`config.mk`:
```
export PLATFORM = sky130hd
export DESIGN_NAME = protobuf_field_encoder_flat
export DESIGN_NICKNAME = d
export VERILOG_FILES = /design/src/design/pbe_pkg.sv /design/src/design/pbe_if.sv /design/src/design/pbe_front.sv /design/src/design/pbe_queue.sv /design/src/design/pbe_back.sv /design/src/design/protobuf_field_encoder.sv /design/src/flat_wrapper.sv
export SDC_FILE = /design/constraint.sdc
export NUM_CORES = 1
export LEC_CHECK = 0
export ABC_AREA = 1
export BUFFER_PORTS_ARGS = -buffer_cell sky130_fd_sc_hd__buf_2
export CAP_MARGIN = 15
export CORE_MARGIN = 8
export CORE_UTILIZATION = 45
export CTS_CLUSTER_SIZE = 10
export DETAILED_ROUTE_END_ITERATION = 7
export PLACE_DENSITY_LB_ADDON = 0.25
export SYNTH_ARGS = -nofsm -noshare
export SYNTH_HDL_FRONTEND = slang
export SYNTH_HIERARCHICAL = 1
export SYNTH_SLANG_ARGS = --single-unit
export TNS_END_PERCENT = 50
```
`constraint.sdc`:
```
create_clock -name clk_i -period 14.03 [get_ports clk_i]
set_clock_uncertainty 0.15 [all_clocks]
set_input_delay 2.1045 -clock clk_i [delete_from_list [all_inputs] [get_ports clk_i]]
set_output_delay 2.1045 -clock clk_i [all_outputs]
set_load 0.02 [all_outputs]
```
`src/design/pbe_pkg.sv`:
```
// types and constants of the protobuf field encoder
package pbe_pkg;

  localparam logic [2:0] KIND_VARINT = 3'd0;
  localparam logic [2:0] KIND_FIXED64 = 3'd1;
  localparam logic [2:0] KIND_LEN_HDR = 3'd2;
  localparam logic [2:0] KIND_SUBMSG = 3'd3;
  localparam logic [2:0] KIND_PAD_LEN = 3'd4;
  localparam logic [2:0] KIND_RAW = 3'd5;

  localparam logic [2:0] WT_VARINT = 3'd0;
  localparam logic [2:0] WT_FIXED64 = 3'd1;
  localparam logic [2:0] WT_LEN = 3'd2;

  localparam logic [2:0] PAD_MIN = 3'd1;
  localparam logic [2:0] PAD_MAX = 3'd5;
  localparam logic [3:0] FIXED64_BYTES = 4'd8;

  typedef enum logic [2:0] {
    BM_NONE,
    BM_VARINT,
    BM_FIXED,
    BM_PAD,
    BM_RAW
  } body_e;

  typedef enum logic [1:0] {
    PH_IDLE,
    PH_TAG,
    PH_BODY
  } phase_e;

  typedef struct packed {
    logic        has_tag;
    logic [31:0] tag;
    body_e       body;
    logic [63:0] value;
    logic [3:0]  count;
  } job_t;

endpackage

```
`src/design/pbe_if.sv`:
```
// valid/ready channel interfaces for encoder input items and output bytes
interface pbe_in_if;
  logic        valid;
  logic        ready;
  logic [2:0]  kind;
  logic [28:0] field_id;
  logic [63:0] value;
  logic [2:0]  pad_bytes;

  modport source (output valid, kind, field_id, value, pad_bytes, input ready);
  modport sink (input valid, kind, field_id, value, pad_bytes, output ready);
endinterface

interface pbe_out_if;
  logic       valid;
  logic       ready;
  logic [7:0] out_byte;
  logic       last;

  modport source (output valid, out_byte, last, input ready);
  modport sink (input valid, out_byte, last, output ready);
endinterface

```
`src/design/pbe_front.sv`:
```
// front end: accepts input items and turns each known kind into a byte job
module pbe_front import pbe_pkg::*; (
  pbe_in_if.sink in_i,
  input  logic   full_i,
  output logic   push_o,
  output job_t   job_o
);

  logic known;

  assign in_i.ready = !full_i;
  assign push_o = in_i.valid && in_i.ready && known;

  always_comb begin
    known       = 1'b1;
    job_o       = '0;
    job_o.body  = BM_NONE;
    job_o.value = in_i.value;
    unique case (in_i.kind)
      KIND_VARINT: begin
        job_o.has_tag = 1'b1;
        job_o.tag     = {in_i.field_id, WT_VARINT};
        job_o.body    = BM_VARINT;
      end
      KIND_FIXED64: begin
        job_o.has_tag = 1'b1;
        job_o.tag     = {in_i.field_id, WT_FIXED64};
        job_o.body    = BM_FIXED;
        job_o.count   = FIXED64_BYTES;
      end
      KIND_LEN_HDR: begin
        job_o.has_tag = 1'b1;
        job_o.tag     = {in_i.field_id, WT_LEN};
        job_o.body    = BM_VARINT;
        job_o.value   = {32'd0, in_i.value[31:0]};
      end
      KIND_SUBMSG: begin
        job_o.has_tag = 1'b1;
        job_o.tag     = {in_i.field_id, WT_LEN};
      end
      KIND_PAD_LEN: begin
        job_o.body  = BM_PAD;
        job_o.value = {32'd0, in_i.value[31:0]};
        // pad count clamps into one to five bytes
        case (in_i.pad_bytes) inside
          3'd0:       job_o.count = {1'b0, PAD_MIN};
          3'd6, 3'd7: job_o.count = {1'b0, PAD_MAX};
          default:    job_o.count = {1'b0, in_i.pad_bytes};
        endcase
      end
      KIND_RAW: begin
        job_o.body  = BM_RAW;
        job_o.count = 4'd1;
      end
      default: known = 1'b0;
    endcase
  end

endmodule

```
`src/design/pbe_queue.sv`:
```
// short job queue between front and back end
module pbe_queue import pbe_pkg::*; #(
  parameter int Depth = 2
) (
  input  logic clk_i,
  input  logic rst_ni,
  input  logic push_i,
  input  job_t push_job_i,
  output logic full_o,
  input  logic pop_i,
  output logic empty_o,
  output job_t pop_job_o
);

  localparam int PtrW = (Depth > 1) ? $clog2(Depth) : 1;
  localparam int CntW = $clog2(Depth + 1);

  job_t            mem_q [Depth];
  logic [PtrW-1:0] wptr_q, wptr_d, rptr_q, rptr_d;
  logic [CntW-1:0] cnt_q, cnt_d;
  logic            do_push, do_pop;

  assign full_o    = (cnt_q == CntW'(Depth));
  assign empty_o   = (cnt_q == '0);
  assign do_push   = push_i && !full_o;
  assign do_pop    = pop_i && !empty_o;
  assign pop_job_o = mem_q[rptr_q];

  always_comb begin
    wptr_d = wptr_q;
    rptr_d = rptr_q;
    cnt_d  = cnt_q;
    if (do_push) begin
      wptr_d = (wptr_q == PtrW'(Depth - 1)) ? '0 : wptr_q + 1'b1;
    end
    if (do_pop) begin
      rptr_d = (rptr_q == PtrW'(Depth - 1)) ? '0 : rptr_q + 1'b1;
    end
    if (do_push && !do_pop) begin
      cnt_d = cnt_q + 1'b1;
    end else if (do_pop && !do_push) begin
      cnt_d = cnt_q - 1'b1;
    end
  end

  always_ff @(posedge clk_i or negedge rst_ni) begin
    if (!rst_ni) begin
      wptr_q <= '0;
      rptr_q <= '0;
      cnt_q  <= '0;
    end else begin
      wptr_q <= wptr_d;
      rptr_q <= rptr_d;
      cnt_q  <= cnt_d;
    end
  end

  always_ff @(posedge clk_i) begin
    if (do_push) begin
      mem_q[wptr_q] <= push_job_i;
    end
  end

endmodule

```
`src/design/pbe_back.sv`:
```
// back end: byte sequencer that walks tag then body, one byte a cycle while the output is not stalled
module pbe_back import pbe_pkg::*; (
  input  logic       clk_i,
  input  logic       rst_ni,
  input  logic       empty_i,
  input  job_t       job_i,
  output logic       pop_o,
  pbe_out_if.source  out_o
);

  phase_e      phase_q, phase_d;
  logic [31:0] tag_q, tag_d;
  logic [63:0] val_q, val_d;
  body_e       body_q, body_d;
  logic [3:0]  cnt_q, cnt_d;
  logic        ovalid_q, ovalid_d;
  logic [7:0]  obyte_q, obyte_d;
  logic        olast_q, olast_d;

  logic       can_emit, emit, more, fin;
  logic [7:0] byte_w;

  assign can_emit     = !ovalid_q || out_o.ready;
  assign out_o.valid    = ovalid_q;
  assign out_o.out_byte = obyte_q;
  assign out_o.last     = olast_q;

  always_comb begin
    phase_d = phase_q;
    tag_d   = tag_q;
    val_d   = val_q;
    body_d  = body_q;
    cnt_d   = cnt_q;
    pop_o   = 1'b0;
    emit    = 1'b0;
    more    = 1'b0;
    fin     = 1'b0;
    byte_w  = '0;
    unique case (phase_q)
      PH_IDLE: begin
        if (!empty_i) begin
          pop_o   = 1'b1;
          tag_d   = job_i.tag;
          val_d   = job_i.value;
          body_d  = job_i.body;
          cnt_d   = job_i.count;
          phase_d = job_i.has_tag ? PH_TAG : PH_BODY;
        end
      end
      PH_TAG: begin
        if (can_emit) begin
          emit   = 1'b1;
          more   = |tag_q[31:7];
          byte_w = {more, tag_q[6:0]};
          tag_d  = {7'd0, tag_q[31:7]};
          if (!more) begin
            fin     = (body_q == BM_NONE);
            phase_d = fin ? PH_IDLE : PH_BODY;
          end
        end
      end
      PH_BODY: begin
        if (can_emit) begin
          emit = 1'b1;
          case (body_q)
            BM_VARINT: begin
              more   = |val_q[63:7];
              byte_w = {more, val_q[6:0]};
              val_d  = {7'd0, val_q[63:7]};
              fin    = !more;
            end
            BM_FIXED: begin
              byte_w = val_q[7:0];
              val_d  = {8'd0, val_q[63:8]};
              cnt_d  = cnt_q - 1'b1;
              fin    = (cnt_q == 4'd1);
            end
            BM_PAD: begin
              // continuation bit on all but the final byte, spare bits dropped
              byte_w = {cnt_q != 4'd1, val_q[6:0]};
              val_d  = {7'd0, val_q[63:7]};
              cnt_d  = cnt_q - 1'b1;
              fin    = (cnt_q == 4'd1);
            end
            BM_RAW: begin
              byte_w = val_q[7:0];
              fin    = 1'b1;
            end
            default: begin
              emit = 1'b0;
              fin  = 1'b1;
            end
          endcase
          if (fin) begin
            phase_d = PH_IDLE;
          end
        end
      end
      default: phase_d = PH_IDLE;
    endcase
  end

  always_comb begin
    ovalid_d = ovalid_q;
    obyte_d  = obyte_q;
    olast_d  = olast_q;
    if (emit) begin
      ovalid_d = 1'b1;
      obyte_d  = byte_w;
      olast_d  = fin;
    end else if (out_o.ready) begin
      ovalid_d = 1'b0;
    end
  end

  always_ff @(posedge clk_i or negedge rst_ni) begin
    if (!rst_ni) begin
      phase_q  <= PH_IDLE;
      ovalid_q <= 1'b0;
    end else begin
      phase_q  <= phase_d;
      ovalid_q <= ovalid_d;
    end
  end

  always_ff @(posedge clk_i) begin
    tag_q   <= tag_d;
    val_q   <= val_d;
    body_q  <= body_d;
    cnt_q   <= cnt_d;
    obyte_q <= obyte_d;
    olast_q <= olast_d;
  end

endmodule

```
`src/design/protobuf_field_encoder.sv`:
```
// Protobuf wire-format field encoder. Each accepted item becomes a run of output
// words, one byte each, with last set on the final byte of the item: a tag varint
// and a varint, fixed64 or length body, a lone tag varint, a padded length varint,
// or one raw byte. Unused kinds are accepted and produce nothing. The front end
// classifies an item in the cycle it is accepted and queues a job; the back-end
// byte sequencer then loads the job and emits its bytes one by one, up to 15 bytes
// for a varint field with a five-byte tag and a ten-byte value. Input is taken
// while the job queue has room, independently of output stalls.
module protobuf_field_encoder import pbe_pkg::*; #(
  parameter int QueueDepth = 2
) (
  input  logic      clk_i,
  input  logic      rst_ni,
  pbe_in_if.sink    in_i,
  pbe_out_if.source out_o
);

  logic push, full, pop, empty;
  job_t push_job, pop_job;

  pbe_front u_front (
    .in_i   (in_i),
    .full_i (full),
    .push_o (push),
    .job_o  (push_job)
  );

  pbe_queue #(
    .Depth (QueueDepth)
  ) u_queue (
    .clk_i      (clk_i),
    .rst_ni     (rst_ni),
    .push_i     (push),
    .push_job_i (push_job),
    .full_o     (full),
    .pop_i      (pop),
    .empty_o    (empty),
    .pop_job_o  (pop_job)
  );

  pbe_back u_back (
    .clk_i   (clk_i),
    .rst_ni  (rst_ni),
    .empty_i (empty),
    .job_i   (pop_job),
    .pop_o   (pop),
    .out_o   (out_o)
  );

endmodule

```
`src/flat_wrapper.sv`:
```
// flat-port wrapper written by rule: the top's interface ports become plain ports
module protobuf_field_encoder_flat import pbe_pkg::*;
#(
  parameter int QueueDepth = 2
)
  (clk_i, rst_ni, in_i_valid, in_i_kind, in_i_field_id, in_i_value, in_i_pad_bytes, in_i_ready, out_o_valid, out_o_out_byte, out_o_last, out_o_ready);
  pbe_in_if in_i_i ();
  pbe_out_if out_o_i ();
  input  logic clk_i;
  input  logic rst_ni;
  input wire logic [$bits(in_i_i.valid)-1:0] in_i_valid;
  input wire logic [$bits(in_i_i.kind)-1:0] in_i_kind;
  input wire logic [$bits(in_i_i.field_id)-1:0] in_i_field_id;
  input wire logic [$bits(in_i_i.value)-1:0] in_i_value;
  input wire logic [$bits(in_i_i.pad_bytes)-1:0] in_i_pad_bytes;
  output wire logic [$bits(in_i_i.ready)-1:0] in_i_ready;
  output wire logic [$bits(out_o_i.valid)-1:0] out_o_valid;
  output wire logic [$bits(out_o_i.out_byte)-1:0] out_o_out_byte;
  output wire logic [$bits(out_o_i.last)-1:0] out_o_last;
  input wire logic [$bits(out_o_i.ready)-1:0] out_o_ready;
  assign in_i_i.valid = in_i_valid;
  assign in_i_i.kind = in_i_kind;
  assign in_i_i.field_id = in_i_field_id;
  assign in_i_i.value = in_i_value;
  assign in_i_i.pad_bytes = in_i_pad_bytes;
  assign in_i_ready = in_i_i.ready;
  assign out_o_valid = out_o_i.valid;
  assign out_o_out_byte = out_o_i.out_byte;
  assign out_o_last = out_o_i.last;
  assign out_o_i.ready = out_o_ready;
  protobuf_field_encoder #(.QueueDepth(QueueDepth)) u_core (.clk_i(clk_i), .rst_ni(rst_ni), .in_i(in_i_i), .out_o(out_o_i));
endmodule
```
After elaboration in Yosys (flattened, before gate mapping)
Memory sizes are Yosys's and may differ from the RTL's.
Index checks and enable logic that the tools add are counted.
- multiplexer cells: 51
- bitwise gates (word level): 1
- reductions and logical operators: 38
- equality and inequality tests: 23
- add/subtract/negate cells: 5
- operators by type and width (operator ; count):
    case mux 64 bit (2 select lines) ; 2
    2-to-1 mux 64 bit ; 3
    case mux 33 bit (3 select lines) ; 1
    2-to-1 mux 32 bit ; 2
    case mux 32 bit (2 select lines) ; 1
    OR reduction 57 bit ; 1
    OR reduction 25 bit ; 1
    case mux 8 bit (3 select lines) ; 1
    2-to-1 mux 2 bit ; 9
    2-to-1 mux 1 bit ; 17
    2-to-1 mux 8 bit ; 2
    case mux 8 bit (2 select lines) ; 1
    == test 3 bit, second input constant ; 5
    OR reduction 2 bit ; 7
    == test 3 x 2 -> 1 bit, second input constant ; 4
    2-to-1 mux 4 bit ; 3
    inequality test 2 bit, second input constant ; 6
    case mux 3 bit (4 select lines) ; 1
    case mux 4 bit (3 select lines) ; 1
    zero test 3 bit ; 3
    case mux 4 bit (2 select lines) ; 1
    AND reduction 4 bit ; 2
    nonzero test 2 bit ; 4
    == test 3 x 1 -> 1 bit, second input constant ; 2
    22 further kinds ; 38
- word-level logic and storage cells: 130
- RAM bits: 208
- flip-flop bits (word level): 119
- memories kept: 1
- input port bits: 103
- output and inout port bits: 11
- memories (name ; words ; bits a word ; read ports ; clocked after memory_dff ; wr ports ; RTL line ; text):
    u_core.u_queue.mem_q ; 2 ; 104 ; 1 ; 0 ; 1 ; pbe_queue.sv:18 ; job_t mem_q [Depth];

Longest topological paths before layout
- depth in word-level cells: 9
- depth in mapped cells: 13
- depth with buffers taken out: 13

By module
Netlist, hierarchy kept.
- modules (own cells, without submodules) (module ; times used ; cells each ; area an instance (um^2) ; seq. area each (um^2)):
    pbe_queue ; 1 ; 575 ; 7811.2 ; 6346.1
    pbe_back ; 1 ; 657 ; 5789.3 ; 3438.3
    pbe_front ; 1 ; 191 ; 934.6 ; 0.0

Worst setup path after synthesis
No wires, ideal clock.
- kind: in2reg
- start point: input in_i_kind[2]
- end point: memory u_core/u_queue/mem_q[1][0] in the netlist's numbering (enable)
- setup time: 568 ps
- stages on the path: 6
- data required time: 13312 ps
- path slack: 6448 ps
- buffers on the path: 1
- arrival time: 6865 ps
- path through: buf_6 -> nand2_1 -> inv_1 -> nor2_1 -> o21ai_0 -> nor2_1
- longest elaborated chain between the ends: 7
- elaborated cells on any way between the ends: 12
- those cells by class: 5 x eq/ne; 3 x mux; 4 x reduce/logical
- RTL lines (item ; RTL line ; text):
    from (decl) ; flat_wrapper.sv:12 ; input wire logic [$bits(in_i_i.kind)-1:0] in_i_kind;
    == test 3 bit (tied with other cells) ; pbe_front.sv:19 ; unique case (in_i.kind)
    OR reduction 6 bit (no line) * ; n/a ;
    2-to-1 mux 1 bit * ; pbe_front.sv:19 ;
    logical AND 1 bit * ; pbe_front.sv:12 ; assign push_o = in_i.valid && in_i.ready && known;
    named net u_core.push ; protobuf_field_encoder.sv:18 ; logic push, full, pop, empty;
    logical AND 1 bit * ; pbe_queue.sv:25 ; assign do_push = push_i && !full_o;
    2-to-1 mux 1 bit * ; pbe_queue.sv:59 ; if (do_push) begin
    2-to-1 mux 1 bit (not written as such) * ; pbe_queue.sv:60 ; mem_q[wptr_q] <= push_job_i;
    to (decl) ; pbe_queue.sv:18 ;
The timed path passes the listed nets; every way through them passes the cells marked *.

Final worst setup path
- start point: input in_i_kind[2]
- end point: memory u_core/u_queue/mem_q[1][39] in the netlist's numbering (enable)
Same word-level chain as after synthesis.

==> impl_metrics.json <==
{
  "finalWirelength_um": 28900,
  "hold_violations": 0,
  "slowest_stage": "buf_4",
  "irDropWorstVdd_uv": 148,
  "relSlewSlack_pct": 27.3,
  "post_cts_resized": 0,
  "p_comb_share_pct": 29.6,
  "initial_core_util_pct": 45.1,
  "period_needed_ns": 4.78,
  "cts_tree": "done",
  "hold_depth": 2,
  "clk_latency_ns": 0.52,
  "p_sw_w": 0.00128,
  "cts_made_buffers": 38,
  "synth_area_sq_um": 14500,
  "synth-seq-area-share_pct": 67.3,
  "synth_xor_area_share_pct": 0.181,
  "synth_compound_area_share_pct": 4.83,
  "core_sq_um": 32200,
  "rr_startpoint": "u_core/u_queue/cnt_q[1]",
  "yosysTopAreaCell": "edfxtp_1",
  "synth_top_area_share_pct": 66.1,
  "critPathKind": "in -> reg",
  "cts-root-buf": "clkbuf_16",
  "clockBufferDepth": 3,
  "drive_above_1_share_pct": 13.3,
  "cts_sinks": 327,
  "r2r_slack_ns": 10.64,
  "synth_async_sr_flop_share_pct": 2.14,
  "ys.flop_type": "edfxtp_1",
  "grt_max_degree": 106,
  "p_int_w": 0.00233,
  "syn_nets": 1532,
  "synth_edf_count": 320,
  "hold_class": "reg -> reg",
  "initialDrtViolationCount": 654,
  "synth_top_family_by_area": "simple AND/OR/NAND/NOR gates",
  "synth_adder_area_share_pct": 0.516,
  "slowest_delay_ns": 0.96,
  "mostFrequentLayoutCells": "nand2_1, edfxtp_1, nor2_1, buf_2, inv_1",
  "overflow": 0,
  "vias": 9320,
  "maxCapViolations": 0,
  "crit_fanout": 76,
  "gr-usage-all-layers_pct": 15.1,
  "worstMarginPinSlew_ns": 1.09,
  "wl_per_cell_um": 15.2,
  "rsz0062_at_grt": "false",
  "layout_commonest_cell": "nand2_1",
  "dieArea_sq_um": 38300,
  "ios": 114,
  "worstPathArrival_ns": 4.75,
  "placed_area_sq_um": 15100,
  "p_leak_nw": 6.67,
  "grt_pass1_vias": 9275,
  "cpLargestDelayFamily": "buffers and inverters",
  "die_y_um": 196,
  "place.gp.congestion": 0.778,
  "dp_hpwl_um": 18200,
  "antenna_found_initial": 0,
  "synthMuxAreaShare_pct": 0,
  "fin_util_pct": 50.0,
  "crit_buf_inv": 3,
  "worstPathRequired_ns": 14.01,
  "dr.pass1.iters": 5,
  "viasPerCell": 4.89,
  "worstPathCellList": "buf_2 -> nand2_1 -> inv_1 -> nor2_1 -> o21ai_0 -> nor2_4 -> buf_4",
  "tns_ns": 0,
  "diodes": 0,
  "p_seq_share_pct": 47.3,
  "dieWidth_um": 196,
  "ys_ff_latch": 327,
  "clkPwrFrac_pct": 23.1,
  "area_growth_pct": 10.8,
  "avgSynthCellArea_sq_um": 10.2,
  "remaining_drc_errors": 0,
  "grt_pass1_wl_um": 47200,
  "outcome": "finished clean",
  "post_cts_buffers": 0,
  "max_freq_ghz": 0.209,
  "power_density_nw_per_um2": 224,
  "min_to": "u_core/u_queue/wptr_q",
  "fin_nets": 1599,
  "maxSlewViolCount": 0,
  "worstSetupStartpointType": "primary input",
  "cts.htree.levels": 2,
  "row_count": 66,
  "yosysWarnings": 6,
  "worst_setup_path_end_kind": "flop",
  "portBuffers": 113,
  "synthCells": 1423,
  "yosys.cell_types.count": 34,
  "postCtsHoldBufs": 0,
  "reg2reg_to": "u_core/u_queue/mem_q[1][39]",
  "p_sw_share_pct": 35.4,
  "setup_viol": 0,
  "clkSlewWorstSetupHoldPaths_ns": 0.05,
  "netlist_top_cells_area": "edfxtp_1, nand2_1, nor2_1, inv_1, buf_4",
  "hold_start": "u_core/u_queue/wptr_q",
  "fin_crit_sh_pct": 34.1,
  "antenna_left": 0,
  "reg2regPathDepth": 8,
  "fin_area_sq_um": 16100,
  "synth-simple-area-share_pct": 20.1,
  "whs_ns": 0.354
}
[area by class of cell]
class | count | area, sq um
fill | 2934 | 16100
sequential | 327 | 9790
clock inverter | 4 | 37.5
multi-input combinational | 893 | 3750
clock buffer | 44 | 973
timing repair buffer | 122 | 646
inverter | 108 | 410
tap | 408 | 510
[worst max path at each step]
stage	start	to	slack, ns	depth (start not counted)
2_1_floorplan	in_i_kind[2]	u_core/u_queue/mem_q[1][0]	6.45	6
3_3_place_gp	in_i_kind[2]	u_core/u_queue/mem_q[1][30]	8.74	7
3_5_place_dp	in_i_kind[2]	u_core/u_queue/mem_q[1][30]	8.71	7
4_1_cts	in_i_kind[2]	u_core/u_queue/mem_q[1][62]	9.25	7
5_1_grt	in_i_kind[2]	u_core/u_queue/mem_q[1][32]	9.01	7
6_report	in_i_kind[2]	u_core/u_queue/mem_q[1][39]	9.25	7
[sequential cells by signal, summed over array words and instances, names as in the netlist, 2 cells and up]
signal,count
u_core/u_queue/mem_q,208
u_core/u_back/val_q,64
u_core/u_back/phase_q,2
u_core/u_back/out_o.out_byte,8
u_core/u_back/cnt_q,4
u_core/u_queue/cnt_q,2
u_core/u_back/body_q,3
u_core/u_back/tag_q,32
[per-layer routing]
| layer | track usage [%] | vias to the layer above | routed length [um] |
|---|---|---|---|
| li1 | - | 4727 | - |
| met1 | 19.3 | 4346 | 13100 |
| met2 | 25.5 | 195 | 13800 |
| met3 | 2.96 | 52 | 1340 |
| met4 | 5.05 | 0 | 699 |
| met5 | 0 | - | 0 |
[Yosys cell counts (all sizes together) (3+ instances only)]
| library cell | number |
|---|---|
| edfxtp | 320 |
| dfrtp | 7 |
| o21ai | 125 |
| nor3 | 4 |
| nand3 | 9 |
| buf | 83 |
| nor2 | 203 |
| clkbuf | 12 |
| inv | 107 |
| a21oi | 11 |
| nand2 | 520 |
| ha | 6 |
| xnor2 | 3 |
| nand4 | 6 |
[metrics by stage]
stage	cells	total power, W	setup slack (ns)
3_3_place_gp	1857	0.00278	8.74
3_5_place_dp	1857	0.00280	8.71
2_1_floorplan	1423	0.00253	6.45
4_1_cts	1905	0.00364	9.25
6_report	1906	0.00360	9.25
5_1_grt	1906	0.00386	9.01
[power by group through the flow]
stage / clock network [W] / registers [W] / logic (W)
2_1_floorplan: 0 / 0.00169 / 0.000834
3_3_place_gp: 0 / 0.00172 / 0.00106
3_5_place_dp: 0 / 0.00172 / 0.00108
4_1_cts: 0.000853 / 0.00171 / 0.00108
5_1_grt: 0.000890 / 0.00174 / 0.00123
6_report: 0.000833 / 0.00170 / 0.00107
[worst register-to-register path: cells and delay by family (launching register included)]
family / cells / cell delay, ns
flops: 1 / 0.42
compound gates: 1 / 0.21
buf+inv: 3 / 1.16
simple gates: 4 / 1.02
[cell families after synthesis]
logic type               after synthesis
AO/OA/AOI/OAI                        139
XOR/XNOR                               3
adder cells (fa/ha/maj)                6
buffers and inverters                203
flip-flops                           327
other                                  1
AND/OR/NAND/NOR                      744
(Power assumes the default switching activity.)
